==> config.mk <==
export PLATFORM = sky130hd
export DESIGN_NAME = guid_string_parser
export DESIGN_NICKNAME = d
export VERILOG_FILES = /design/src/rtl/core/gsp_pkg.sv /design/src/rtl/core/gsp_front.sv /design/src/rtl/core/gsp_queue.sv /design/src/rtl/core/gsp_back.sv /design/src/rtl/core/guid_string_parser.sv
export SDC_FILE = /design/constraint.sdc
export NUM_CORES = 1
export LEC_CHECK = 0
export BUFFER_PORTS_ARGS = -buffer_cell sky130_fd_sc_hd__buf_2
export CAP_MARGIN = 5
export CORE_ASPECT_RATIO = 2
export CORE_MARGIN = 3
export CORE_UTILIZATION = 40
export CTS_CLUSTER_DIAMETER = 100
export DETAILED_ROUTE_END_ITERATION = 6
export SYNTH_ARGS = -nofsm -noshare
export SYNTH_HDL_FRONTEND = slang
export SYNTH_SLANG_ARGS = --single-unit
==> constraint.sdc <==
create_clock -name clock -period 11.15 [get_ports clock]
set_clock_uncertainty 0.15 [all_clocks]
set_input_delay 2.23 -clock clock [delete_from_list [all_inputs] [get_ports clock]]
set_output_delay 2.23 -clock clock [all_outputs]
set_load 0.02 [all_outputs]
==> src/rtl/core/gsp_pkg.sv <==
// Shared types and constants for the braced GUID text parser.
// Used by the front stage, the queue, the back stage and the top level.
// No dependencies.
package gsp_pkg;

   localparam int unsigned CU_W    = 16;
   localparam int unsigned POS_W   = 6;
   localparam int unsigned Q_DEPTH = 2;
   localparam int unsigned Q_PTR_W = (Q_DEPTH > 1) ? $clog2(Q_DEPTH) : 1;
   localparam int unsigned Q_CNT_W = $clog2(Q_DEPTH + 1);

   localparam logic [CU_W-1:0] CHAR_LBRACE = 16'h007B;
   localparam logic [CU_W-1:0] CHAR_RBRACE = 16'h007D;
   localparam logic [CU_W-1:0] CHAR_DASH   = 16'h002D;
   localparam logic [CU_W-1:0] CHAR_NUL    = 16'h0000;

   localparam logic [POS_W-1:0] TEXT_LEN  = 6'd38;
   localparam logic [POS_W-1:0] POS_LAST  = 6'd37;
   localparam logic [POS_W-1:0] POS_MAX   = 6'd63;
   localparam logic [POS_W-1:0] POS_DASH1 = 6'd9;
   localparam logic [POS_W-1:0] POS_DASH2 = 6'd14;
   localparam logic [POS_W-1:0] POS_DASH3 = 6'd19;
   localparam logic [POS_W-1:0] POS_DASH4 = 6'd24;

   typedef enum logic [1:0] {
      OP_UNIT,
      OP_TERM,
      OP_ABSENT
   } op_type;

   typedef struct packed {
      op_type     op;
      logic       is_hex;
      logic [3:0] hex_val;
      logic       is_lbrace;
      logic       is_rbrace;
      logic       is_dash;
   } item_type;

endpackage

==> src/rtl/core/gsp_front.sv <==
// Front stage: accepts request transactions and classifies each code unit.
// Depends on gsp_pkg.
module gsp_front (
   input  logic                     clock,
   input  logic                     reset,
   input  logic                     req_valid,
   output logic                     req_ready,
   input  logic [gsp_pkg::CU_W-1:0] req_code_unit,
   input  logic                     req_absent_string,
   output logic                     item_valid,
   input  logic                     item_ready,
   output gsp_pkg::item_type        item
);

   logic              valid_ff;
   logic              valid_in;
   gsp_pkg::item_type item_ff;
   gsp_pkg::item_type item_in;
   logic              is_digit;
   logic              is_lower;
   logic              is_upper;

   assign req_ready  = !valid_ff || item_ready;
   assign item_valid = valid_ff;
   assign item       = item_ff;

   always_comb begin
      is_digit = (req_code_unit >= 16'h0030) && (req_code_unit <= 16'h0039);
      is_lower = (req_code_unit >= 16'h0061) && (req_code_unit <= 16'h0066);
      is_upper = (req_code_unit >= 16'h0041) && (req_code_unit <= 16'h0046);

      if (req_absent_string) begin
         item_in.op = gsp_pkg::OP_ABSENT;
      end else if (req_code_unit == gsp_pkg::CHAR_NUL) begin
         item_in.op = gsp_pkg::OP_TERM;
      end else begin
         item_in.op = gsp_pkg::OP_UNIT;
      end
      item_in.is_hex    = is_digit || is_lower || is_upper;
      item_in.hex_val   = is_digit ? req_code_unit[3:0] : req_code_unit[3:0] + 4'd9;
      item_in.is_lbrace = (req_code_unit == gsp_pkg::CHAR_LBRACE);
      item_in.is_rbrace = (req_code_unit == gsp_pkg::CHAR_RBRACE);
      item_in.is_dash   = (req_code_unit == gsp_pkg::CHAR_DASH);

      valid_in = valid_ff;
      if (req_ready) begin
         valid_in = req_valid;
      end
   end

   always_ff @(posedge clock) begin
      if (reset) begin
         valid_ff <= 1'b0;
      end else begin
         valid_ff <= valid_in;
      end
   end

   always_ff @(posedge clock) begin
      if (req_valid && req_ready) begin
         item_ff <= item_in;
      end
   end

endmodule

==> src/rtl/core/gsp_queue.sv <==
// Short queue of classified items between the front and back stages.
// Depends on gsp_pkg.
module gsp_queue (
   input  logic              clock,
   input  logic              reset,
   input  logic              in_valid,
   output logic              in_ready,
   input  gsp_pkg::item_type in_item,
   output logic              out_valid,
   input  logic              out_ready,
   output gsp_pkg::item_type out_item
);

   gsp_pkg::item_type            entry_ff [gsp_pkg::Q_DEPTH];
   logic [gsp_pkg::Q_PTR_W-1:0]  wr_ptr_ff;
   logic [gsp_pkg::Q_PTR_W-1:0]  wr_ptr_in;
   logic [gsp_pkg::Q_PTR_W-1:0]  rd_ptr_ff;
   logic [gsp_pkg::Q_PTR_W-1:0]  rd_ptr_in;
   logic [gsp_pkg::Q_CNT_W-1:0]  count_ff;
   logic [gsp_pkg::Q_CNT_W-1:0]  count_in;
   logic                         push;
   logic                         pop;

   localparam logic [gsp_pkg::Q_CNT_W-1:0] FULL    = gsp_pkg::Q_CNT_W'(gsp_pkg::Q_DEPTH);
   localparam logic [gsp_pkg::Q_PTR_W-1:0] PTR_TOP =
      gsp_pkg::Q_PTR_W'(gsp_pkg::Q_DEPTH - 1);

   assign in_ready  = (count_ff != FULL);
   assign out_valid = (count_ff != '0);
   assign out_item  = entry_ff[rd_ptr_ff];
   assign push      = in_valid && in_ready;
   assign pop       = out_valid && out_ready;

   always_comb begin
      wr_ptr_in = wr_ptr_ff;
      rd_ptr_in = rd_ptr_ff;
      count_in  = count_ff;
      if (push) begin
         wr_ptr_in = (wr_ptr_ff == PTR_TOP) ? '0 : wr_ptr_ff + 1'b1;
      end
      if (pop) begin
         rd_ptr_in = (rd_ptr_ff == PTR_TOP) ? '0 : rd_ptr_ff + 1'b1;
      end
      if (push && !pop) begin
         count_in = count_ff + 1'b1;
      end else if (pop && !push) begin
         count_in = count_ff - 1'b1;
      end
   end

   always_ff @(posedge clock) begin
      if (reset) begin
         wr_ptr_ff <= '0;
         rd_ptr_ff <= '0;
         count_ff  <= '0;
      end else begin
         wr_ptr_ff <= wr_ptr_in;
         rd_ptr_ff <= rd_ptr_in;
         count_ff  <= count_in;
      end
   end

   always_ff @(posedge clock) begin
      if (push) begin
         entry_ff[wr_ptr_ff] <= in_item;
      end
   end

endmodule

==> src/rtl/core/gsp_back.sv <==
// Back stage: checks layout position, accumulates hex digits, registers results.
// Depends on gsp_pkg.
module gsp_back (
   input  logic              clock,
   input  logic              reset,
   input  logic              item_valid,
   output logic              item_ready,
   input  gsp_pkg::item_type item,
   output logic              rsp_valid,
   input  logic              rsp_ready,
   output logic              rsp_status,
   output logic [31:0]       rsp_data1,
   output logic [15:0]       rsp_data2,
   output logic [15:0]       rsp_data3,
   output logic [63:0]       rsp_data4
);

   logic [gsp_pkg::POS_W-1:0] position_ff;
   logic [gsp_pkg::POS_W-1:0] position_in;
   logic                      bad_ff;
   logic                      bad_in;
   logic [63:0]               acc_high_ff;
   logic [63:0]               acc_high_in;
   logic [63:0]               acc_low_ff;
   logic [63:0]               acc_low_in;
   logic                      rsp_valid_ff;
   logic                      rsp_valid_in;
   logic                      status_ff;
   logic                      status_in;
   logic [127:0]              guid_ff;
   logic [127:0]              guid_in;
   logic                      slot_free;
   logic                      take;
   logic                      emit;
   logic                      dash_pos;
   logic                      ok;

   assign slot_free  = !rsp_valid_ff || rsp_ready;
   assign item_ready = (item.op == gsp_pkg::OP_UNIT) || slot_free;
   assign take       = item_valid && item_ready;
   assign rsp_valid  = rsp_valid_ff;
   assign rsp_status = status_ff;
   assign rsp_data1  = guid_ff[127:96];
   assign rsp_data2  = guid_ff[95:80];
   assign rsp_data3  = guid_ff[79:64];
   assign rsp_data4  = guid_ff[63:0];

   always_comb begin
      position_in  = position_ff;
      bad_in       = bad_ff;
      acc_high_in  = acc_high_ff;
      acc_low_in   = acc_low_ff;
      emit         = 1'b0;
      status_in    = 1'b0;
      guid_in      = '0;
      dash_pos     = (position_ff == gsp_pkg::POS_DASH1) || (position_ff == gsp_pkg::POS_DASH2)
                  || (position_ff == gsp_pkg::POS_DASH3) || (position_ff == gsp_pkg::POS_DASH4);
      ok           = !bad_ff && (position_ff == gsp_pkg::TEXT_LEN);

      if (take) begin
         unique case (item.op)
            gsp_pkg::OP_UNIT: begin
               if (position_ff >= gsp_pkg::TEXT_LEN) begin
                  bad_in = 1'b1;
               end else if (position_ff == '0) begin
                  if (!item.is_lbrace) bad_in = 1'b1;
               end else if (position_ff == gsp_pkg::POS_LAST) begin
                  if (!item.is_rbrace) bad_in = 1'b1;
               end else if (dash_pos) begin
                  if (!item.is_dash) bad_in = 1'b1;
               end else if (item.is_hex) begin
                  acc_high_in = {acc_high_ff[59:0], acc_low_ff[63:60]};
                  acc_low_in  = {acc_low_ff[59:0], item.hex_val};
               end else begin
                  bad_in = 1'b1;
               end
               if (position_ff != gsp_pkg::POS_MAX) begin
                  position_in = position_ff + 1'b1;
               end
            end
            gsp_pkg::OP_TERM: begin
               emit      = 1'b1;
               status_in = !ok;
               guid_in   = ok ? {acc_high_ff, acc_low_ff} : '0;
            end
            gsp_pkg::OP_ABSENT: begin
               emit = 1'b1;
            end
            default: begin
               emit = 1'b0;
            end
         endcase
         if (emit) begin
            position_in = '0;
            bad_in      = 1'b0;
            acc_high_in = '0;
            acc_low_in  = '0;
         end
      end

      rsp_valid_in = rsp_valid_ff;
      if (slot_free) begin
         rsp_valid_in = emit;
      end
   end

   always_ff @(posedge clock) begin
      if (reset) begin
         position_ff  <= '0;
         bad_ff       <= 1'b0;
         acc_high_ff  <= '0;
         acc_low_ff   <= '0;
         rsp_valid_ff <= 1'b0;
      end else begin
         position_ff  <= position_in;
         bad_ff       <= bad_in;
         acc_high_ff  <= acc_high_in;
         acc_low_ff   <= acc_low_in;
         rsp_valid_ff <= rsp_valid_in;
      end
   end

   always_ff @(posedge clock) begin
      if (emit) begin
         status_ff <= status_in;
         guid_ff   <= guid_in;
      end
   end

endmodule

==> src/rtl/core/guid_string_parser.sv <==
// Braced GUID text parser, top level. Takes one UTF-16 code unit per transaction,
// checks the layout {8-4-4-4-12} with hex digits of either case, and on the zero
// terminator (or an absent-string transaction) returns status and the GUID fields.
// Sustains one code unit per clock cycle while no terminator is stalled at the back
// stage; a result passes the front register, a queue entry and the back result
// register before rsp_valid rises. A terminator or absent-string transaction waits
// at the back stage while an earlier result is still held at the output. The rate
// is set by the back stage, which updates position and the 128-bit accumulator for
// each code unit. Depends on gsp_pkg, gsp_front, gsp_queue, gsp_back.
module guid_string_parser (
   input  logic        clock,
   input  logic        reset,
   input  logic        req_valid,
   output logic        req_ready,
   input  logic [15:0] req_code_unit,
   input  logic        req_absent_string,
   output logic        rsp_valid,
   input  logic        rsp_ready,
   output logic        rsp_status,
   output logic [31:0] rsp_data1,
   output logic [15:0] rsp_data2,
   output logic [15:0] rsp_data3,
   output logic [63:0] rsp_data4
);

   logic              front_valid;
   logic              front_ready;
   gsp_pkg::item_type front_item;
   logic              back_valid;
   logic              back_ready;
   gsp_pkg::item_type back_item;

   gsp_front u_front (
      .clock             (clock),
      .reset             (reset),
      .req_valid         (req_valid),
      .req_ready         (req_ready),
      .req_code_unit     (req_code_unit),
      .req_absent_string (req_absent_string),
      .item_valid        (front_valid),
      .item_ready        (front_ready),
      .item              (front_item)
   );

   gsp_queue u_queue (
      .clock     (clock),
      .reset     (reset),
      .in_valid  (front_valid),
      .in_ready  (front_ready),
      .in_item   (front_item),
      .out_valid (back_valid),
      .out_ready (back_ready),
      .out_item  (back_item)
   );

   gsp_back u_back (
      .clock      (clock),
      .reset      (reset),
      .item_valid (back_valid),
      .item_ready (back_ready),
      .item       (back_item),
      .rsp_valid  (rsp_valid),
      .rsp_ready  (rsp_ready),
      .rsp_status (rsp_status),
      .rsp_data1  (rsp_data1),
      .rsp_data2  (rsp_data2),
      .rsp_data3  (rsp_data3),
      .rsp_data4  (rsp_data4)
   );

endmodule
==> out/qor.csv <==
metric,value,unit
cp-start-kind,input pin,
cts_root_buf,clkbuf_16,
final_util,46.9,%
n_fill_cell,2791,
ys.flop_type,edfxtp_1,
finalCriticalPeriod,4540,ps
holdPathEnd,u_queue.entry_ff[1][2]$_DFFE_PP_,
wl_per_cell,15.1,µm
via_per_inst,4.79,
layout_common_cells,"266 x nand2_1, 159 x edfxtp_1, 151 x buf_2",
grt_pass1_wl,37300,µm
worstMarginPinSlew,1160,ps
grt_pass1_vias,7312,
critPathLaunch,rsp_ready,
synth_edf_count,159,
synthArstFlopShare,0,%
drcViolationCount,0,
yosys_register_bits,301,
dp_cells,1479,
p_total,0.00302,W
cts.sink_count,301,
fmax,0.220,GHz
dieArea,32400,µm²
status,completed,
whs,293,ps
htreeDepth,1,
fin_nets,1177,
cts_tree,done,
min_from,u_front.item[2]$_DFFE_PP_,
grt_max_degree,129,
required,11460,ps
start_util,40.7,%
p_leak,5.81,nW
cts_buffer_depth,3,
ir_drop,153,µV
core,29600,µm²
crit_path_end_kind,flop,
rr_endpoint,u_back.acc_high_ff[14]$_SDFFE_PP0P_,
clk_latency,550,ps
vias,7325,
hold_buffers,0,
ios,152,
final_common_cell,nand2_1,
globalRouteTotalUtil,14.0,%
clkSlewWorstSetupHoldPaths,70,ps
tns,0,ps
layout.cells.non_filler,1529,
synthesis.area,12100,µm²
synth_nets,1056,
synth_xor_area_share,0.509,%
antenna_left,0,
muxShareOfSynthArea,11.9,%
dp_hpwl,14600,µm
rrSetupSlack,7270,ps
synth_area_leaders,"edfxtp_1 40%, dfxtp_1 24%, mux2i_1 11%",
r2r_cells,7,
yosys.area.top_type,edfxtp_1,
hold_depth,0,
grt_overflow,0,
portBuffers,151,
syn_inst,1023,
cts_setup_buffers,0,
hold_path_class,reg2reg,
slew_violations,0,
cap_violations,0,
die_x,129,µm
drt_iter0_drc,374,
die_h,252,µm
row_count,89,
period_share,40.7,%
yosys.area_share.simple,17.7,%
drive_above_1_share,18.4,%
gp_congestion,0.724,
dr.pass1.iters,4,
syn_to_final_growth,15.2,%
synth_top_family_by_area,simple AND/OR/NAND/NOR gates,
antenna_cells,0,
p_per_area,218,nW/µm²
syn_avg_cell_area,11.8,µm²
path_class,in2reg,
hold_viol_final,0,
relSlewSlack,22.6,%
grt_antenna_before_repair,0,
synthAdderAreaFrac,1.25,%
finalSetupViolCount,0,
yosys_warnings,0,
postCtsResizedCells,0,
cp.arrival,4850,ps
routed_wl,23000,µm
seq_area_frac_synth,63.2,%
synth-compound-area-share,2.01,%
rsz0062_at_grt,false,
netlist.area_leader.share,39.6,%
cp_max_fo,96,
synthDistinctLibCells,49,
cts_buffers,27,
-- worst max-delay path, stage by stage --
cell	delay, ps
buf_2	110
or3b_1	410
a31oi_4	820
buf_4	890
nand2_1	130
mux2i_1	170
-- registers in the layout, indices dropped and copies added (netlist names), named ones only --
register	flops
u_back.position_ff	6
u_back.rsp_valid	1
u_back.rsp_status	1
u_back.guid_ff	128
u_queue.rd_ptr_ff	1
u_queue.entry_ff	20
u_front.item_valid	1
u_queue.wr_ptr_ff	1
u_front.item	10
u_back.bad_ff	1
u_back.acc_low_ff	64
u_queue.count_ff	2
u_back.acc_high_ff	64
-- power breakdown --
group | internal, W | total (W) | switching, W
registers | 0.00138 | 0.00143 | 0.0000558
logic | 0.000165 | 0.000630 | 0.000465
clock network | 0.000549 | 0.000956 | 0.000407
-- final cells by class --
class / count / area [µm²] / area share [%]
Clock buffer: 36 / 719 / 5.18
Clock inverter: 14 / 179 / 1.29
Inverter: 13 / 53.8 / 0.388
Multi-Input combinational cell: 644 / 4060 / 29.2
Sequential cell: 301 / 7620 / 54.9
Tap cell: 364 / 455 / 3.28
Timing Repair Buffer: 157 / 801 / 5.77
-- Yosys cell counts, types with 2 or more instances --
cell type,n
nor3_1,4
o21bai_1,2
buf_2,14
and2_1,129
o21ai_0,5
nor3b_1,7
nor2_1,13
and3_1,3
or3_1,3
buf_4,2
clkbuf_1,37
buf_6,12
inv_1,13
a22oi_1,2
mux2i_1,133
nand3_1,4
mux2_2,7
edfxtp_1,159
xnor2_1,3
ha_1,12
nand2_1,266
xor2_1,4
o31ai_1,3
nand4_1,2
a21oi_1,11
dfxtp_1,142
a31oi_1,2
or4_1,4
nor4_1,2
nand2b_1,3
or4b_1,2
-- cells by family after synthesis --
family,count (synthesis)
simple gates,449
flops,301
mux,142
buf+inv,78
compound gates,34
fa+ha+maj,12
xor+xnor,7
-- worst max-delay path by stage --
| stage | to |
|---|---|
| floorplan | u_back.guid_ff[0]$_SDFFCE_PN0P_ |
| global placement | u_back.acc_low_ff[59]$_SDFFE_PP0P_ |
| detailed placement | u_back.acc_high_ff[44]$_SDFFE_PP0P_ |
| CTS | u_back.acc_high_ff[14]$_SDFFE_PP0P_ |
| global route | u_back.acc_high_ff[30]$_SDFFE_PP0P_ |
| finish | u_back.acc_high_ff[14]$_SDFFE_PP0P_ |
-- layer usage --
layer / wire (µm) / share of wire [%] / global-route usage, %
met5: 0 / 0 / 0
met4: 500 / 2.2 / 4.51
met3: 866 / 3.8 / 1.82
met2: 12200 / 53 / 25.7
met1: 9420 / 41 / 16.7
-- per-stage QoR --
stage          setup WS, ps  area (µm²)
5_1_grt                6400       13900
3_3_place_gp           6080       13000
6_report               6610       13900
4_1_cts                6640       13900
2_1_floorplan          5400       12100
3_5_place_dp           6080       13000
No activity file was read; power rests on OpenSTA's default activity.
